[src/sv/dppm_pkg.sv]
// Package for the distance move controller: opcodes, register indexes,
// reset values, shared multiplier widths and request type, saturation helper.
// No dependencies.
package dppm_pkg;

	localparam int RAMP_STEPS_DEF = 20;

	localparam int CFG_IDX_W  = 3;
	localparam int CFG_DATA_W = 31;

	localparam logic [1:0] OP_TICK  = 2'd0;
	localparam logic [1:0] OP_START = 2'd1;
	localparam logic [1:0] OP_STOP  = 2'd2;

	localparam logic [CFG_IDX_W-1:0] REG_CM_PER_PULSE   = 3'd0;
	localparam logic [CFG_IDX_W-1:0] REG_GAIN_P         = 3'd1;
	localparam logic [CFG_IDX_W-1:0] REG_GAIN_I         = 3'd2;
	localparam logic [CFG_IDX_W-1:0] REG_GAIN_D         = 3'd3;
	localparam logic [CFG_IDX_W-1:0] REG_SPEED_MAX      = 3'd4;
	localparam logic [CFG_IDX_W-1:0] REG_SPEED_MIN      = 3'd5;
	localparam logic [CFG_IDX_W-1:0] REG_INTEGRAL_LIMIT = 3'd6;

	localparam logic signed [15:0] GAIN_P_RST    = 16'sd1280;
	localparam logic signed [15:0] GAIN_I_RST    = 16'sd26;
	localparam logic signed [15:0] GAIN_D_RST    = 16'sd512;
	localparam logic signed [15:0] SPEED_MAX_RST = 16'sd1024;
	localparam logic signed [15:0] SPEED_MIN_RST = -16'sd1024;
	localparam logic [30:0]        INT_LIMIT_RST = 31'd6553600;

	localparam int DEADBAND_Q8 = 128;
	localparam int WINDOW_Q16  = 32768;

	// shared multiplier: signed A x signed B, registered product
	localparam int MUL_A_W = 33;
	localparam int MUL_B_W = 24;
	localparam int MUL_P_W = MUL_A_W + MUL_B_W - 1;

	typedef struct packed {
		logic                      en;
		logic signed [MUL_A_W-1:0] a;
		logic signed [MUL_B_W-1:0] b;
	} mul_req_t;

	function automatic logic signed [31:0] sat32(input logic signed [63:0] v);
		logic signed [63:0] hi;
		logic signed [63:0] lo;
		hi = 64'sh0000_0000_7FFF_FFFF;
		lo = -64'sh0000_0000_8000_0000;
		if (v > hi) begin
			sat32 = 32'sh7FFF_FFFF;
		end else if (v < lo) begin
			sat32 = 32'sh8000_0000;
		end else begin
			sat32 = v[31:0];
		end
	endfunction

endpackage

[src/sv/dppm_mul.sv]
// Shared signed multiplier with a registered product.
// Depends on dppm_pkg (widths, request struct).
module dppm_mul import dppm_pkg::*; (
	input  logic                      clk,
	input  mul_req_t                  req,
	output logic signed [MUL_P_W-1:0] prod_s1
);

	always_ff @(posedge clk) begin
		if (req.en) begin
			prod_s1 <= MUL_P_W'($signed(req.a)) * MUL_P_W'($signed(req.b));
		end
	end

endmodule

[config.mk]
export PLATFORM = sky130hd
export DESIGN_NAME = dppm_mul
export DESIGN_NICKNAME = d
export VERILOG_FILES = /design/src/sv/dppm_pkg.sv /design/src/sv/dppm_mul.sv
export SDC_FILE = /design/constraint.sdc
export NUM_CORES = 2
export LEC_CHECK = 0
export ABC_AREA = 1
export BUFFER_PORTS_ARGS = -buffer_cell sky130_fd_sc_hd__buf_2
export CAP_MARGIN = 20
export CORE_AREA = 2 2 254 256
export DETAILED_ROUTE_END_ITERATION = 16
export DIE_AREA = 0 0 256 258
export PLACE_DENSITY = 0.78
export SLEW_MARGIN = 10
export SYNTH_ARGS = -nofsm -noshare
export SYNTH_HDL_FRONTEND = slang
export SYNTH_SLANG_ARGS = --single-unit
[constraint.sdc]
create_clock -name clk -period 7.05 [get_ports clk]
set_input_delay 0.3525 -clock clk [delete_from_list [all_inputs] [get_ports clk]]
set_output_delay 0.3525 -clock clk [all_outputs]
set_load 0.01 [all_outputs]
* Word-level counts from Yosys, hierarchy flattened
Cells that the tools add are included.
Storage, ports and cells: register bits 56, input bits 59, output and inout port bits 56, logic and storage cells 2
Cells by class: $mul 1
Operators by type and width (number):
- 33-bit by 24-bit multiplier with 56-bit output | 1

* Logic depth before layout (Yosys ltp)
depth after elaboration 1, depth in mapped cells 31, gate-level depth less buffers 29

* Worst setup path after synthesis
Ideal clock, no wire load.
path type input-to-reg, start input req[1] in the netlist's numbering, end register prod_s1[55], data pin, setup time 0.253 ns, arrival 6.373 ns, data required time 6.797 ns, setup slack 0.424 ns, cell stages on the path 24, path buffers 2, cells stage by stage clkbuf_1 clkbuf_1 nand2_1 inv_1 fa_1 fa_1 inv_1 fa_1 inv_1 fa_1 inv_1 fa_1 inv_1 fa_1 fa_1 ha_1 nand4_1 nor3_1 and3_1 nand2_1 inv_1 nor2_1 nand2_1 nand2_1
Between the ends: longest elaborated chain between the ends 1
RTL lines:
- start: declaration | line dppm_mul.sv:5 | input mul_req_t req,
- 33-bit by 24-bit multiplier with 56-bit output | line dppm_mul.sv:11 | prod_s1 <= MUL_P_W'($signed(req.a)) * MUL_P_W'($signed(req.b));
- end signal: assignment | line dppm_mul.sv:11
- end: declaration | line dppm_mul.sv:6 | output logic signed [MUL_P_W-1:0] prod_s1
No other way between the ends. A chain may end at the register's enable or synchronous reset.

* Final worst setup path
start input req[56] in the netlist's numbering, end register prod_s1[44], data pin
Same word-level chain as after synthesis.

==> flow_results.xml <==
<?xml version="1.0" encoding="UTF-8"?>
<metrics>
  <group name="timing">
    <metric name="tightest_slew" unit="ns">0.834</metric>
    <metric name="finalSetupViolations" unit="">0</metric>
    <metric name="setup_ws" unit="ns">0.325</metric>
    <metric name="maxSlewHeadroom" unit="%">44.4</metric>
    <metric name="final.min_clock_period" unit="ns">6.72</metric>
    <metric name="timing_max_transition_violations_final" unit="">0</metric>
    <metric name="timing.final.crit_share" unit="%">95.4</metric>
    <metric name="hold_viol" unit="">0</metric>
    <metric name="worst_hold_slack" unit="ns">0.509</metric>
    <metric name="fmax" unit="MHz">149</metric>
    <metric name="setup_tns" unit="ns">0</metric>
  </group>
  <group name="logic_synthesis">
    <metric name="mappedNetlistNets" unit="">4991</metric>
    <metric name="netlist.top_cell.by_area" unit="">fa_1</metric>
    <metric name="netlist.area_leader.share" unit="%">50.7</metric>
    <metric name="netlist_area" unit="um^2">31500</metric>
    <metric name="synth_ff_type" unit="">edfxtp_1</metric>
    <metric name="synth-seq-area-share" unit="%">5.35</metric>
    <metric name="synth_most_common_cell" unit="">inv_1</metric>
    <metric name="synth-edff-count" unit="">56</metric>
    <metric name="netlist_top_cells_area" unit="">fa_1, inv_1, nand2_1</metric>
    <metric name="synth.top_cells.by_count" unit="">inv_1, nand2_1, fa_1, clkbuf_1, ha_1</metric>
    <metric name="synthesis.area_per_instance" unit="um^2">7.89</metric>
    <metric name="yosys_warnings" unit="">0</metric>
    <metric name="post_synth_inst_count" unit="">3985</metric>
    <metric name="postSynth.asyncResetShare" unit="%">0</metric>
    <metric name="postSynthRegisterBits" unit="">56</metric>
    <metric name="post_synth_num_cell_types" unit="">36</metric>
  </group>
  <group name="floorplanning">
    <metric name="die_width" unit="um">256</metric>
    <metric name="die_y" unit="um">258</metric>
    <metric name="number_of_primary_i_o_pins" unit="">115</metric>
    <metric name="initial_utilization" unit="%">49.4</metric>
    <metric name="core" unit="um^2">63600</metric>
    <metric name="design.die.area" unit="um^2">66000</metric>
    <metric name="row_count" unit="">93</metric>
  </group>
  <group name="clock_tree">
    <metric name="number_of_clock_buffers_inserted_by_tritoncts" unit="">5</metric>
    <metric name="cts_sinks" unit="">56</metric>
    <metric name="cts_setup_buffers" unit="">0</metric>
    <metric name="cts.htree.levels" unit="">2</metric>
    <metric name="cts.root.buffer_cell" unit="">clkbuf_16</metric>
    <metric name="clock_path_buffers" unit="">2</metric>
    <metric name="postCtsHoldBufs" unit="">0</metric>
    <metric name="clk_pin_slew" unit="ns">0.08</metric>
    <metric name="cts_tree" unit="">done</metric>
    <metric name="ctsResizeCount" unit="">0</metric>
  </group>
  <group name="routing">
    <metric name="route.vias.total" unit="">24200</metric>
    <metric name="via_per_inst" unit="">4.97</metric>
    <metric name="drtAntennaViolNets" unit="">0</metric>
    <metric name="detail_route.drc_violations" unit="">0</metric>
    <metric name="detail_route.wirelength" unit="um">82600</metric>
    <metric name="drt_iter0_markers" unit="">1718</metric>
    <metric name="drt-pass1-iter-count" unit="">6</metric>
    <metric name="avgRoutedWirePerCell" unit="um">17.0</metric>
  </group>
  <group name="cells_and_area">
    <metric name="flow.area_growth_from_synthesis" unit="%">5.38</metric>
    <metric name="n_fill_cell" unit="">5984</metric>
    <metric name="postLayoutCellArea" unit="um^2">33100</metric>
    <metric name="reg_top3" unit="">prod_s1 (56)</metric>
    <metric name="top_register" unit="">prod_s1</metric>
    <metric name="layout-drive-gt1-share" unit="%">6.33</metric>
    <metric name="number_of_nets_in_the_finished_design" unit="">5015</metric>
    <metric name="largest_register_ffs" unit="">56</metric>
  </group>
  <group name="grt">
    <metric name="globalRoute.totalOverflow" unit="">0</metric>
    <metric name="first_global_vias" unit="">26900</metric>
    <metric name="number_of_antenna_violations_at_the_first_check_in_global_routing" unit="">2</metric>
    <metric name="global_route_usage_over_all_layers" unit="%">26.4</metric>
    <metric name="maximum_number_of_pins_on_one_net_before_global_route_repair" unit="">57</metric>
    <metric name="grt_pass1_wl" unit="um">138000</metric>
  </group>
  <group name="setup_path">
    <metric name="crit_path_class" unit="">primary input to flop</metric>
    <metric name="startpoint_of_the_most_critical_setup_path" unit="">req[56]</metric>
    <metric name="critPathLaunchType" unit="">primary input</metric>
    <metric name="timing.critical_path.fanout_max" unit="">16</metric>
    <metric name="end_kind" unit="">flop</metric>
    <metric name="timing.critical_path.arrival" unit="ns">6.80</metric>
    <metric name="worst-endpoint-required" unit="ns">7.13</metric>
    <metric name="worst_setup_path_endpoint" unit="">prod_s1[44]</metric>
  </group>
  <group name="placement">
    <metric name="place_hpwl" unit="um">71500</metric>
    <metric name="port-buffer-count" unit="">114</metric>
    <metric name="placer_s_final_routability_congestion_estimate" unit="">0.944</metric>
    <metric name="dp_slack" unit="ns">0.0369</metric>
    <metric name="postPlaceCellArea" unit="um^2">33000</metric>
  </group>
  <group name="hold_path">
    <metric name="hold_class" unit="">primary input to flop</metric>
  </group>
  <group name="run_status">
    <metric name="run_status" unit="">completed</metric>
  </group>
  <group name="run">
    <metric name="cap_violations" unit="">0</metric>
  </group>
</metrics>
## cells by family after synthesis
kind of cell / synth area share [%]
and+or+nand+nor: 17.5
buffers and inverters: 17.8
adders and majority gates: 56.7
DFF: 5.35
xor gates and xnor gates: 0.947
AOI/OAI and AO/OA: 1.70
## worst max-delay path: stages
cell      delay, ns
buf_2          0.35
nand2_1        0.17
inv_1          0.15
fa_1           0.46
fa_1           0.65
inv_1          0.10
buf_4          0.18
fa_1           0.49
inv_1          0.06
fa_1           0.48
fa_1           0.51
fa_1           0.51
inv_1          0.05
fa_1           0.47
inv_1          0.05
ha_1           0.41
nand2_1        0.13
nor2_1         0.26
nand2_1        0.21
nor4_2         0.31
nand3b_1       0.23
nand4_1        0.15
nand2_1        0.06
## stage by stage
| step | utilization [%] | std cells |
|---|---|---|
| floorplan | - | 3985 |
| global placement | 51.8 | 4857 |
| detailed placement | 51.8 | 4857 |
| CTS | 52.1 | 4865 |
| global route | 52.1 | 4867 |
| finish | 52.1 | 4868 |
## cell type report
cell class	count	area, um^2	share of cell area, %
inverter	1329	4990	15.0
sequential	56	1680	5.07
tap	855	1070	3.23
antenna	3	7.51	0.0226
multi-input combinational	2439	24200	72.9
clock buffer	6	129	0.389
timing repair buffer	178	1080	3.25
clock inverter	2	16.3	0.0491
## routing by layer
layer	vias to the layer above	GRT usage, %	wire length [um]
met3	221	2.58	5520
met1	12000	33.0	31800
met2	930	46.8	41300
li1	11000	-	-
met4	0	11.5	4090
met5	-	0	0
## how the worst min path moves through the flow
stage                            from     endpoint  slack (ns)  cells after the start
after floorplan               req[57]   prod_s1[0]        0.46                      0
after global placement    prod_s1[11]  prod_s1[11]        0.76                      1
after detailed placement  prod_s1[11]  prod_s1[11]        0.76                      1
after CTS                     req[24]   prod_s1[0]        0.49                      3
after global routing          req[24]   prod_s1[0]        0.52                      3
final                         req[24]   prod_s1[0]        0.51                      3
## layout by cell type (no fill, tap or decap), types with 4 or more instances in the layout
| cell type | synthesis | final |
|---|---|---|
| buf_4 | 0 | 62 |
| xor2_1 | 32 | 32 |
| nor2_1 | 88 | 88 |
| edfxtp_1 | 56 | 56 |
| nand2_2 | 20 | 20 |
| ha_1 | 150 | 150 |
| or2_2 | 8 | 8 |
| nand4_1 | 18 | 18 |
| nor3_1 | 8 | 8 |
| nor2_2 | 15 | 15 |
| nand3b_1 | 5 | 5 |
| nand2_1 | 1125 | 1125 |
| fa_1 | 797 | 797 |
| nand3_1 | 50 | 50 |
| inv_1 | 1325 | 1325 |
| a21oi_1 | 55 | 55 |
| nor2_4 | 4 | 4 |
| o21ai_0 | 21 | 21 |
| clkbuf_16 | 0 | 5 |
| nor3_2 | 4 | 4 |
| buf_2 | 1 | 114 |
| o21bai_1 | 14 | 14 |
| nand3_2 | 7 | 7 |
Power is left out: the tool's default activity adds up to more than one toggle a clock period on the data nets, which glitch-free logic cannot reach.
